`src/rtl/hrlf_pkg.sv`:
```
// Shared types, codes and helpers for the HTTP response length framer.
package hrlf_pkg;

  typedef enum logic [2:0] {
    PH_HDR   = 3'd0,
    PH_CLEN  = 3'd1,
    PH_TENC  = 3'd2,
    PH_DATA  = 3'd3,
    PH_CSIZE = 3'd4
  } phase_t;

  localparam logic [2:0] K_HDR       = 3'd0;
  localparam logic [2:0] K_FRAME     = 3'd1;
  localparam logic [2:0] K_PAY       = 3'd2;
  localparam logic [2:0] K_PAY_END   = 3'd3;
  localparam logic [2:0] K_FRAME_END = 3'd4;
  localparam logic [2:0] K_ERR       = 3'd5;
  localparam logic [2:0] K_REJ       = 3'd6;

  localparam logic [7:0] CH_CR  = 8'h0d;
  localparam logic [7:0] CH_LF  = 8'h0a;
  localparam logic [7:0] CH_SP  = 8'h20;
  localparam logic [7:0] CH_TAB = 8'h09;

  // Byte class computed in the front stage.
  typedef struct packed {
    logic [7:0] raw;
    logic [7:0] lc;
    logic       is_cr;
    logic       is_lf;
    logic       is_ws;
    logic       is_dig;
    logic       is_hex;
    logic [3:0] hval;
  } cls_t;

  function automatic logic [7:0] key_chr(input logic [1:0] k, input logic [4:0] p);
    logic [7:0] r;
    r = 8'h00;
    case (k)
      2'd0: begin
        case (p)
          5'd0: r = CH_CR; 5'd1: r = CH_LF; 5'd2: r = "c"; 5'd3: r = "o";
          5'd4: r = "n"; 5'd5: r = "t"; 5'd6: r = "e"; 5'd7: r = "n";
          5'd8: r = "t"; 5'd9: r = "-"; 5'd10: r = "l"; 5'd11: r = "e";
          5'd12: r = "n"; 5'd13: r = "g"; 5'd14: r = "t"; 5'd15: r = "h";
          5'd16: r = ":";
          default: r = 8'h00;
        endcase
      end
      2'd1: begin
        case (p)
          5'd0: r = CH_CR; 5'd1: r = CH_LF; 5'd2: r = "t"; 5'd3: r = "r";
          5'd4: r = "a"; 5'd5: r = "n"; 5'd6: r = "s"; 5'd7: r = "f";
          5'd8: r = "e"; 5'd9: r = "r"; 5'd10: r = "-"; 5'd11: r = "e";
          5'd12: r = "n"; 5'd13: r = "c"; 5'd14: r = "o"; 5'd15: r = "d";
          5'd16: r = "i"; 5'd17: r = "n"; 5'd18: r = "g"; 5'd19: r = ":";
          default: r = 8'h00;
        endcase
      end
      2'd2: begin
        case (p)
          5'd0: r = CH_CR; 5'd1: r = CH_LF; 5'd2: r = CH_CR; 5'd3: r = CH_LF;
          default: r = 8'h00;
        endcase
      end
      default: r = 8'h00;
    endcase
    return r;
  endfunction

  function automatic logic [4:0] key_len(input logic [1:0] k);
    logic [4:0] r;
    case (k)
      2'd0: r = 5'd17;
      2'd1: r = 5'd20;
      default: r = 5'd4;
    endcase
    return r;
  endfunction

  function automatic logic [7:0] chunked_chr(input logic [3:0] p);
    logic [7:0] r;
    case (p)
      4'd0: r = "c"; 4'd1: r = "h"; 4'd2: r = "u"; 4'd3: r = "n";
      4'd4: r = "k"; 4'd5: r = "e"; 4'd6: r = "d";
      default: r = 8'h00;
    endcase
    return r;
  endfunction

endpackage

```
`src/rtl/hrlf_front.sv`:
```
// Front stage: takes input beats and classifies each byte.
module hrlf_front (
  input  logic                clk,
  input  logic                rst_n,
  input  logic                in_valid,
  output logic                in_stall,
  input  logic [7:0]          in_data_byte,
  output logic                q_valid,
  input  logic                q_stall,
  output hrlf_pkg::cls_t      q_cls
);
  import hrlf_pkg::*;

  cls_t       cls_nxt;
  logic [7:0] lc;

  always_comb begin
    lc = (in_data_byte >= "A" && in_data_byte <= "Z") ? in_data_byte + 8'd32 : in_data_byte;
    cls_nxt.raw    = in_data_byte;
    cls_nxt.lc     = lc;
    cls_nxt.is_cr  = (in_data_byte == CH_CR);
    cls_nxt.is_lf  = (in_data_byte == CH_LF);
    cls_nxt.is_ws  = (in_data_byte == CH_SP) || (in_data_byte == CH_TAB);
    cls_nxt.is_dig = (in_data_byte >= "0") && (in_data_byte <= "9");
    cls_nxt.is_hex = cls_nxt.is_dig || ((lc >= "a") && (lc <= "f"));
    cls_nxt.hval   = cls_nxt.is_dig ? 4'(in_data_byte - "0") : 4'(lc - "a" + 8'd10);
  end

  // Two-entry queue toward the back stage.
  cls_t       mem_r [2];
  logic       wp_r, rp_r;
  logic [1:0] cnt_r;
  logic       push, pop;

  assign in_stall = (cnt_r == 2'd2);
  assign push     = in_valid && !in_stall;
  assign q_valid  = (cnt_r != 2'd0);
  assign pop      = q_valid && !q_stall;
  assign q_cls    = mem_r[rp_r];

  always_ff @(posedge clk) begin
    if (!rst_n) begin
      wp_r  <= 1'b0;
      rp_r  <= 1'b0;
      cnt_r <= 2'd0;
    end else begin
      if (push) wp_r <= ~wp_r;
      if (pop) rp_r <= ~rp_r;
      cnt_r <= cnt_r + {1'b0, push} - {1'b0, pop};
    end
    if (push) mem_r[wp_r] <= cls_nxt;
  end
endmodule

```
`src/rtl/hrlf_back.sv`:
```
// Back stage: framing state machine with a registered result beat.
module hrlf_back (
  input  logic                clk,
  input  logic                rst_n,
  input  logic                q_valid,
  output logic                q_stall,
  input  hrlf_pkg::cls_t      q_cls,
  output logic                out_valid,
  input  logic                out_stall,
  output logic [2:0]          out_kind,
  output logic [7:0]          out_echo_byte,
  output logic [31:0]         out_bytes_left,
  output logic                out_is_chunked
);
  import hrlf_pkg::*;

  phase_t      phase_r, phase_nxt;
  logic [3:0]  sub_r, sub_nxt;
  logic [4:0]  kpos_r, kpos_nxt;
  logic [2:0]  kcand_r, kcand_nxt;
  logic [31:0] rem_r, rem_nxt;
  logic        lknown_r, lknown_nxt;
  logic        chunk_r, chunk_nxt;
  logic        begun_r, begun_nxt;
  logic        fin_r, fin_nxt;
  logic        fail_r, fail_nxt;
  logic        ov_r;
  logic [2:0]  kind;
  logic [2:0]  allow, nm;
  logic [4:0]  kp1;
  logic        take;
  logic [35:0] mul10;
  logic [32:0] dsum;

  assign q_stall = out_valid && out_stall;
  assign take    = q_valid && !q_stall;

  always_comb begin
    phase_nxt = phase_r; sub_nxt = sub_r; kpos_nxt = kpos_r; kcand_nxt = kcand_r;
    rem_nxt = rem_r; lknown_nxt = lknown_r; chunk_nxt = chunk_r; begun_nxt = begun_r;
    fin_nxt = fin_r; fail_nxt = fail_r; kind = K_HDR;
    allow = lknown_r ? 3'b100 : 3'b111;
    nm = 3'b000;
    kp1 = kpos_r + 5'd1;
    mul10 = {4'd0, rem_r} * 36'd10;
    dsum = {1'b0, mul10[31:0]} + {29'd0, q_cls.hval};
    for (int k = 0; k < 3; k++) begin
      if (kcand_r[k] && allow[k] && kpos_r < key_len(2'(k)) &&
          key_chr(2'(k), kpos_r) == q_cls.lc) nm[k] = 1'b1;
    end
    if (fail_r) kind = K_ERR;
    else if (fin_r) kind = K_REJ;
    else begin
      unique case (phase_r)
        PH_HDR: begin
          if (nm == 3'b000) begin
            kpos_nxt = q_cls.is_cr ? 5'd1 : 5'd0;
            kcand_nxt = allow;
          end else begin
            kpos_nxt = kp1;
            kcand_nxt = nm;
            if (nm[0] && kp1 == 5'd17) begin
              kpos_nxt = '0; kcand_nxt = allow; sub_nxt = '0;
              phase_nxt = PH_CLEN; rem_nxt = '0;
            end else if (nm[1] && kp1 == 5'd20) begin
              kpos_nxt = '0; kcand_nxt = allow; sub_nxt = '0;
              phase_nxt = PH_TENC;
            end else if (nm[2] && kp1 == 5'd4) begin
              kpos_nxt = '0; kcand_nxt = allow; sub_nxt = '0;
              begun_nxt = 1'b1;
              if (chunk_r) begin
                phase_nxt = PH_CSIZE; rem_nxt = '0;
              end else if (rem_r == '0) begin
                fin_nxt = 1'b1; kind = K_FRAME_END;
              end else phase_nxt = PH_DATA;
            end
          end
        end
        PH_CLEN: begin
          if (sub_r == 4'd0 && q_cls.is_ws) kind = K_HDR;
          else if (sub_r <= 4'd1) begin
            if (q_cls.is_dig) begin
              if (ov_r || dsum[32]) begin
                fail_nxt = 1'b1; kind = K_ERR;
              end else begin
                rem_nxt = dsum[31:0]; sub_nxt = 4'd1;
              end
            end else if (q_cls.is_cr) sub_nxt = 4'd3;
            else begin
              fail_nxt = 1'b1; kind = K_ERR;
            end
          end else if (sub_r == 4'd3 && q_cls.is_lf) begin
            lknown_nxt = 1'b1;
            phase_nxt = PH_HDR; sub_nxt = '0; kpos_nxt = 5'd2; kcand_nxt = 3'b100;
          end else begin
            fail_nxt = 1'b1; kind = K_ERR;
          end
        end
        PH_TENC: begin
          if (sub_r <= 4'd6) begin
            if (!(sub_r == 4'd0 && q_cls.is_ws)) begin
              if (q_cls.lc == chunked_chr(sub_r)) sub_nxt = sub_r + 4'd1;
              else sub_nxt = q_cls.is_cr ? 4'd10 : 4'd8;
            end
          end else begin
            case (sub_r)
              4'd7: begin
                if (q_cls.is_cr) sub_nxt = 4'd9;
                else if (!q_cls.is_ws) sub_nxt = 4'd8;
              end
              4'd8: if (q_cls.is_cr) sub_nxt = 4'd10;
              4'd9, 4'd10: begin
                if (!q_cls.is_lf) begin
                  fail_nxt = 1'b1; kind = K_ERR;
                end else begin
                  if (sub_r == 4'd9) begin
                    chunk_nxt = 1'b1; lknown_nxt = 1'b1; rem_nxt = '0;
                  end
                  phase_nxt = PH_HDR; sub_nxt = '0; kpos_nxt = 5'd2;
                  kcand_nxt = (lknown_r || sub_r == 4'd9) ? 3'b100 : 3'b111;
                end
              end
              default: begin
                fail_nxt = 1'b1; kind = K_ERR;
              end
            endcase
          end
        end
        PH_DATA: begin
          rem_nxt = (rem_r != '0) ? rem_r - 32'd1 : '0;
          kind = K_PAY;
          if (rem_nxt == '0) begin
            if (chunk_r) begin
              phase_nxt = PH_CSIZE; sub_nxt = '0;
            end else begin
              fin_nxt = 1'b1; kind = K_PAY_END;
            end
          end
        end
        PH_CSIZE: begin
          kind = K_FRAME;
          if (sub_r == 4'd0 && q_cls.is_cr) sub_nxt = 4'd1;
          else if (sub_r == 4'd1) begin
            if (!q_cls.is_lf) begin
              fail_nxt = 1'b1; kind = K_ERR;
            end else sub_nxt = 4'd2;
          end else if (sub_r == 4'd0 || sub_r == 4'd2) begin
            sub_nxt = 4'd2;
            if (q_cls.is_hex) begin
              if (rem_r[31:28] != 4'd0) begin
                fail_nxt = 1'b1; kind = K_ERR;
              end else rem_nxt = {rem_r[27:0], q_cls.hval};
            end else if (q_cls.is_ws) sub_nxt = 4'd3;
            else if (q_cls.is_cr) sub_nxt = 4'd5;
            else begin
              fail_nxt = 1'b1; kind = K_ERR;
            end
          end else if (sub_r == 4'd3) begin
            if (q_cls.is_cr) sub_nxt = 4'd5;
            else if (!q_cls.is_ws) begin
              fail_nxt = 1'b1; kind = K_ERR;
            end
          end else if (sub_r == 4'd5 && q_cls.is_lf) begin
            sub_nxt = '0;
            if (rem_r == '0) begin
              fin_nxt = 1'b1; kind = K_FRAME_END;
            end else phase_nxt = PH_DATA;
          end else begin
            fail_nxt = 1'b1; kind = K_ERR;
          end
        end
        default: begin
          fail_nxt = 1'b1; kind = K_ERR;
        end
      endcase
    end
  end

  always_ff @(posedge clk) begin
    if (!rst_n) begin
      phase_r <= PH_HDR; sub_r <= '0; kpos_r <= '0; kcand_r <= 3'b111;
      rem_r <= '0; lknown_r <= 1'b0; chunk_r <= 1'b0; begun_r <= 1'b0;
      fin_r <= 1'b0; fail_r <= 1'b0; ov_r <= 1'b0; out_valid <= 1'b0;
    end else begin
      if (take) begin
        phase_r <= phase_nxt; sub_r <= sub_nxt; kpos_r <= kpos_nxt;
        kcand_r <= kcand_nxt; rem_r <= rem_nxt; lknown_r <= lknown_nxt;
        chunk_r <= chunk_nxt; begun_r <= begun_nxt; fin_r <= fin_nxt;
        fail_r <= fail_nxt;
        // rem*10 overflow flag for the next decimal digit
        ov_r <= ({4'd0, rem_nxt} * 36'd10) > 36'hFFFFFFFF;
        out_valid <= 1'b1;
      end else if (!out_stall) out_valid <= 1'b0;
    end
    if (take) begin
      out_kind       <= kind;
      out_echo_byte  <= q_cls.raw;
      out_bytes_left <= (!fail_nxt && !fin_nxt && phase_nxt == PH_DATA) ? rem_nxt : '0;
      out_is_chunked <= chunk_nxt;
    end
  end
endmodule

```
`src/rtl/http_response_length_framer_top.sv`:
```
// Top level of the HTTP response length framer.
// One result beat per input byte; one byte per clock sustained while out_stall
// is low. A classify stage with a two-entry queue feeds the framing state
// machine that registers the result. kind tells header, framing, payload,
// completion, sticky error or rejection after completion; bytes_left counts
// body or chunk bytes still due. Reset is needed between responses.
module http_response_length_framer_top (
  input  logic        clk,
  input  logic        rst_n,
  input  logic        in_valid,
  output logic        in_stall,
  input  logic [7:0]  in_data_byte,
  output logic        out_valid,
  input  logic        out_stall,
  output logic [2:0]  out_kind,
  output logic [7:0]  out_echo_byte,
  output logic [31:0] out_bytes_left,
  output logic        out_is_chunked
);
  import hrlf_pkg::*;

  logic q_valid, q_stall;
  cls_t q_cls;

  hrlf_front u_front (
    .clk, .rst_n, .in_valid, .in_stall, .in_data_byte,
    .q_valid, .q_stall, .q_cls
  );

  hrlf_back u_back (
    .clk, .rst_n, .q_valid, .q_stall, .q_cls,
    .out_valid, .out_stall, .out_kind, .out_echo_byte, .out_bytes_left, .out_is_chunked
  );
endmodule

```
`config.mk`:
```
export PLATFORM = sky130hd
export DESIGN_NAME = http_response_length_framer_top
export DESIGN_NICKNAME = d
export VERILOG_FILES = /design/src/rtl/hrlf_pkg.sv /design/src/rtl/hrlf_front.sv /design/src/rtl/hrlf_back.sv /design/src/rtl/http_response_length_framer_top.sv
export SDC_FILE = /design/constraint.sdc
export NUM_CORES = 1
export LEC_CHECK = 0
export CAP_MARGIN = 20
export CORE_ASPECT_RATIO = 1.25
export CORE_MARGIN = 3
export CORE_UTILIZATION = 40
export CTS_CLUSTER_DIAMETER = 100
export DETAILED_ROUTE_END_ITERATION = 12
export DONT_BUFFER_PORTS = 1
export MAX_ROUTING_LAYER = met4
export PLACE_DENSITY = 0.59
export SLEW_MARGIN = 25
export SYNTH_ARGS = -nofsm -noshare
export SYNTH_HDL_FRONTEND = slang
export SYNTH_SLANG_ARGS = --single-unit
```
`constraint.sdc`:
```
create_clock -name clk -period 15.5 [get_ports clk]
set_clock_uncertainty 0.05 [all_clocks]
set_input_delay 0 -clock clk [delete_from_list [all_inputs] [get_ports clk]]
set_output_delay 0 -clock clk [all_outputs]
set_load 0.02 [all_outputs]
```
# Word-level counts from Yosys, hierarchy flattened
# Memory sizes are Yosys's and may differ from the RTL's. A register that Yosys moved wholly into a read port is not among the register bits.
# Index checks and enable logic that the tools add are counted.
# totals
regBits	101
ramBits	50
mem_bits_ro	448
in_bits	12
out_inout_bits	46
elab_cells	365
n_memories	3
# op_classes
add_sub_neg	10
n_mul	2
magnitude_cmp	12
n_eq_ne	53
muxes	208
n_bitwise	4
n_reduce_logical	54
# memory_table
name	words	word_bits	rd	rd_ports_with_merged_regs	wr	line	rtl
(no name shown)	32	7	1	1	0	hrlf_pkg.sv:42	case (p)
(no name shown)	32	7	1	1	0	hrlf_pkg.sv:52	case (p)
u_front.mem_r	2	25	1	1	1	hrlf_front.sv:30	cls_t mem_r [2];
# op_table
op	count
two-way mux 32 bit	21
two-way mux 3 bit	60
one-hot mux 32 bit (5 select lines)	1
two-way mux 4 bit	29
two-way mux 5 bit	14
logical NOT 32 bit	2
two-way mux 1 bit	60
one-hot mux 7 bit (7 select lines)	1
two-way mux 8 bit	6
greater-than comparator 36 x 32 -> 1 bit, second input constant	1
multiplier 32 x 3 -> 35 bit, second input constant	1
adder 32 x 4 -> 33 bit	1
multiplier 32 x 3 -> 31 bit, second input constant	1
nonzero test 32 bit	1
subtractor 32 x 1 -> 32 bit, second input constant	1
one-hot mux 3 bit (5 select lines)	2
== test 8 x 4 -> 1 bit, second input constant	3
== test 8 bit	3
logical AND 1 bit	23
one-hot mux 4 bit (5 select lines)	1
AND reduction 20 bit	1
== test 4 x 3 -> 1 bit, second input constant	4
>= comparator 8 x 7 -> 1 bit, second input constant	2
<= comparator 8 x 7 -> 1 bit, second input constant	2
61 further kinds	102

# Depth between registers and ports, before layout
# logic_depth
depth_word	17
ltp_mapped	35
mapped_depth_nobuf	31

# Modules after synthesis
# Synthesis repeated with hierarchy kept, for this count alone.
# unflattened
hier_cells	1716
hier_area_um2	14564.0
# by_module_without_submodules
module	n_inst	cells_each	area_each_um2	seq_area_each_um2
hrlf_back	1	1563	12440.7	2662.6
hrlf_front	1	153	2123.3	1301.2

# Least setup slack after synthesis
# No wires, ideal clock.
# synth_path
path_kind	register to register
start	reg with a tool-made name
end	reg u_back.ov_r
setup_time_ns	0.081
arrival_ns	7.021
required_ns	15.369
path_slack_ns	8.349
stages_incl_launch_ff	32
path_buffers	5
synth_period_minus_slack_ns	7.151
cell_sequence	dfxtp_1 buf_2 buf_2 buf_1 mux2_2 ha_1 a21o_1 a21oi_1 nor2_1 nand4_1 or3_1 or4_4 nor4_4 nand4_1 nand2_1 buf_2 buf_2 o21ai_0 a2bb2oi_1 ha_1 ha_1 a21o_1 a21o_1 a21oi_1 o21bai_1 a21o_1 a21oi_1 nand3_1 and3_1 a2111oi_0 o311ai_0 a41oi_1
# synth_rtl
element	line	rtl
end signal: assignment	hrlf_back.sv:191	ov_r <= ({4'd0, rem_nxt} * 36'd10) > 36'hFFFFFFFF;
end: declaration	hrlf_back.sv:27	logic ov_r;

# Worst setup path in the final report
# layout_path
start	reg u_back.rem_r[3]
end	reg u_back.ov_r
# layout_between
elab_chain_len	12
word_cells_on_any_way	29
cone_classes	add/sub: 2; mul: 2; order compare: 1; mux: 22; reduce/logical: 2
# layout_rtl
element	line	rtl
start: declaration	hrlf_back.sv:21	logic [31:0] rem_r, rem_nxt;
start signal: assignment	hrlf_back.sv:187	kcand_r <= kcand_nxt; rem_r <= rem_nxt; lknown_r <= lknown_nxt;
multiplier 32 x 3 -> 31 bit	hrlf_back.sv:45	mul10 = {4'd0, rem_r} * 36'd10;
adder 32 x 4 -> 33 bit	hrlf_back.sv:46	dsum = {1'b0, mul10[31:0]} + {29'd0, q_cls.hval};
logical OR 1 bit	hrlf_back.sv:83	if (ov_r || dsum[32]) begin
two-way mux 32 bit	hrlf_back.sv:83	
two-way mux 32 bit	hrlf_back.sv:82	if (q_cls.is_dig) begin
two-way mux 32 bit	hrlf_back.sv:81	else if (sub_r <= 4'd1) begin
two-way mux 32 bit	hrlf_back.sv:80	if (sub_r == 4'd0 && q_cls.is_ws) kind = K_HDR;
one-hot mux 32 bit (5 select lines) (*)	hrlf_back.sv:54	unique case (phase_r)
two-way mux 32 bit (*)	hrlf_back.sv:52	else if (fin_r) kind = K_REJ;
two-way mux 32 bit (*)	hrlf_back.sv:51	if (fail_r) kind = K_ERR;
named net u_back.rem_nxt[9]	hrlf_back.sv:21	
multiplier 32 x 3 -> 35 bit (*)	hrlf_back.sv:191	
greater-than comparator 36 x 32 -> 1 bit (*)	hrlf_back.sv:191	
# Mark *: on every way through the listed nets, which the timed path passes. The rest lies on a longest branch.
# A chain may end at the register's enable or synchronous reset.

==> impl_metrics.env <==
export IMPL_via_per_inst=6.10
export IMPL_synth_nets=1961
export IMPL_drv_cap=0
export IMPL_initial_core_util_pct=41.0
export IMPL_fmax_ghz=0.121
export IMPL_tns_ns=0
export IMPL_drt_iter0_markers=1231
export IMPL_drive_above_1_share_pct=5.44
export IMPL_cpPeakStageDelay_ns=0.60
export IMPL_yosys_area_share_simple_pct=22.7
export IMPL_area_delta_synth_final_pct=7.36
export IMPL_required_ns=15.81
export IMPL_crit_top_cell="ha_1"
export IMPL_rows=76
export IMPL_core_area_sq_um=34900
export IMPL_syn_cell_area_sq_um=14300
export IMPL_yosys_register_bits=156
export IMPL_stdcell_area_sq_um=15400
export IMPL_worstPathMaxFanout=33
export IMPL_place_area_sq_um=14600
export IMPL_cts_max_level=4
export IMPL_worst_skew_pair_late_latency_ns=0.44
export IMPL_dieArea_sq_um=38100
export IMPL_synth_xor_area_share_pct=5.87
export IMPL_cts_sinks=156
export IMPL_critPathCaptureType="flop"
export IMPL_rr_startpoint="u_back.rem_r[3]"
export IMPL_critical_path_slowest_cell="dfxtp_1"
export IMPL_grt_overflow=0
export IMPL_fin_cells=2234
export IMPL_fp_dieW_um=175
export IMPL_slew_viol_final=0
export IMPL_max_slew_margin_pct=34.6
export IMPL_cts_buffers=17
export IMPL_grt_max_degree=78
export IMPL_powerDensity_nw_per_um2=169
export IMPL_critical_path_endpoint="u_back.ov_r"
export IMPL_grt_pass1_vias=13300
export IMPL_hold_viol_final=0
export IMPL_ys_warn_count=0
export IMPL_muxShareOfSynthArea_pct=2.25
export IMPL_fillers=3523
export IMPL_place_hpwl_mm=33.5
export IMPL_layout_common_cells="183 x nor2_1, 171 x a21oi_1, 168 x nand2_1, 145 x ha_1, 130 x o21ai_0"
export IMPL_portBuffers=0
export IMPL_firstDrtPassIters=8
export IMPL_fin_ws_ns=7.20
export IMPL_post_drt_wl_per_cell_um=20.4
export IMPL_status="finished clean"
export IMPL_synth_flop_cell="edfxtp_1"
export IMPL_synth_area_per_cell_sq_um=7.94
export IMPL_ctsResizeCount=0
export IMPL_criticalPathCategory="flop to flop"
export IMPL_worst_r2r_path_depth=28
export IMPL_rsz0062_at_grt="no"
export IMPL_final_common_cell="nor2_1"
export IMPL_drc=0
export IMPL_setup_violations=0
export IMPL_critPathLaunch="u_back.rem_r[3]"
export IMPL_async_flop_share_pct=0
export IMPL_die_y_um=217
export IMPL_synthAdderAreaFrac_pct=13.0
export IMPL_diodes=0
export IMPL_ios=58
export IMPL_synthCells=1802
export IMPL_synth_compound_area_share_pct=23.8
export IMPL_synth_edf_count=84
export IMPL_crit_arrival_ns=8.61
export IMPL_detail_route_antenna_nets=0
export IMPL_post_route_period_util_pct=53.5
export IMPL_period_needed_ns=8.30
export IMPL_pre_cts_ws_ns=7.32
export IMPL_grt_pass1_wl_mm=72.0
export IMPL_gp_congestion=0.983
export IMPL_nets=1913
export IMPL_synth_top_family_by_area="compound AO/OA/AOI/OAI gates"
export IMPL_num_vias=13600
export IMPL_cts_buffer_depth=2
export IMPL_worstMarginPinSlew_ns=0.981
export IMPL_critPathLaunchType="flop"
export IMPL_total_power_mw=2.60
export IMPL_wl_mm=45.5
export IMPL_ys_seq_area_share_pct=27.7
export IMPL_synth_cell_types=90
export IMPL_antenna_found_initial=0
export IMPL_dpl_cell_count=2189
export IMPL_cts_tree="yes"
export IMPL_cts_root_buf="clkbuf_16"
export IMPL_worstReg2RegEnd="u_back.ov_r"
export IMPL_min_path_type="primary input to flop"
export IMPL_ctsHoldBuffers=14
export IMPL_ff2ff_setup_slack_ns=7.20
export IMPL_grt_usage_pct=24.4
export IMPL_p_leak_nw=6.32
export IMPL_clkTransAtPathRegs_ns=0.07
export IMPL_irDropWorstVdd_v=0.000105
export IMPL_post_cts_buffers=0
[critical path: cells and delay by family, from the launching register on]
| kind | cells | cell delay [ns] |
|---|---|---|
| flops | 1 | 0.60 |
| simple gates | 6 | 1.62 |
| buf+inv | 1 | 0.36 |
| xor+xnor | 1 | 0.28 |
| fa+ha+maj | 5 | 1.67 |
| compound gates | 15 | 3.63 |
[power breakdown]
part | switching, mW | internal [mW] | total (mW)
Combinational | 0.962 | 0.493 | 1.46
Clock | 0.186 | 0.238 | 0.424
Sequential | 0.163 | 0.560 | 0.724
Total | 1.31 | 1.29 | 2.60
[cell families after synthesis]
family / count (synthesis)
simple gates: 665
xor+xnor: 95
buf+inv: 173
fa+ha+maj: 147
flops: 156
compound gates: 537
mux: 29
[registers in the layout (all words and copies together) (netlist names), 2 cells and up, named ones only]
register	count
u_back.kcand_r	3
u_back.kpos_r	5
u_back.out_bytes_left	32
u_back.out_echo_byte	8
u_back.out_kind	3
u_back.phase_r	3
u_back.rem_r	32
u_back.sub_r	4
u_front.cnt_r	2
u_front.mem_r	40
[per-stage QoR]
step / hold WS, ns / utilization, %
floorplan: 0.0489 / -
global placement: 0.0222 / 41.9
detailed placement: 0.0248 / 41.9
CTS: 0.000401 / 44.0
global route: 0.0351 / 44.0
finish: 0.0150 / 44.0
[per-layer routing]
| layer | GRT usage (%) | wire (um) | up-vias |
|---|---|---|---|
| li1 | - | - | 6560 |
| met1 | 27.5 | 18300 | 6398 |
| met2 | 41.8 | 22300 | 519 |
| met3 | 3.07 | 2140 | 144 |
| met4 | 13.4 | 2710 | 0 |
| met5 | - | 0 | - |
[cell usage after synthesis (all sizes together) (8+ instances only)]
cell     count  area (sq um)
nand3       57           285
and3        12          75.1
o211ai      13          97.6
nand2      168           631
inv         76           285
a21o        29           218
mux2i       16           164
a31oi       19           119
nor2       184           691
xnor2       66           578
nor2b       21           131
o21a        23           173
edfxtp      84          2520
nand3b      12          90.1
ha         145          1810
o21ai      134           674
or3         19           119
nor3        57           290
o2bb2ai     13           114
nand4       30           188
or4         10          78.8
a2111oi      8          77.6
nor4        24           165
dfxtp       72          1440
buf         21           103
or2         12          75.1
mux2        12           135
clkbuf      74           280
nand2b      14          87.6
xor2        29           262
a221oi      10          87.6
o31ai       10          75.1
a211oi      26           200
a21oi      171           856
and2        23           144
[cell type report]
| type | count | area [sq um] | share of cell area (%) |
|---|---|---|---|
| Clock inverter | 12 | 139 | 0.904 |
| Multi-Input combinational cell | 1473 | 9690 | 63.1 |
| Timing Repair Buffer | 28 | 255 | 1.66 |
| Tap cell | 468 | 586 | 3.81 |
| Clock buffer | 19 | 433 | 2.82 |
| Inverter | 78 | 294 | 1.91 |
| Sequential cell | 156 | 3960 | 25.8 |
[worst min path at each step]
stage	slack, ns	startpoint	cells after the start	to
floorplan	0.05	in_data_byte[0]	0	u_front.mem_r[0][17]
global placement	0.02	rst_n	1	u_back.kcand_r[2]
detailed placement	0.02	rst_n	1	u_back.kcand_r[2]
CTS	0.0004	in_data_byte[5]	3	u_front.mem_r[0][16]
global route	0.04	in_data_byte[5]	3	u_front.mem_r[0][16]
finish	0.01	in_data_byte[1]	3	u_front.mem_r[0][2]
Power figures use the tool's default switching activity.
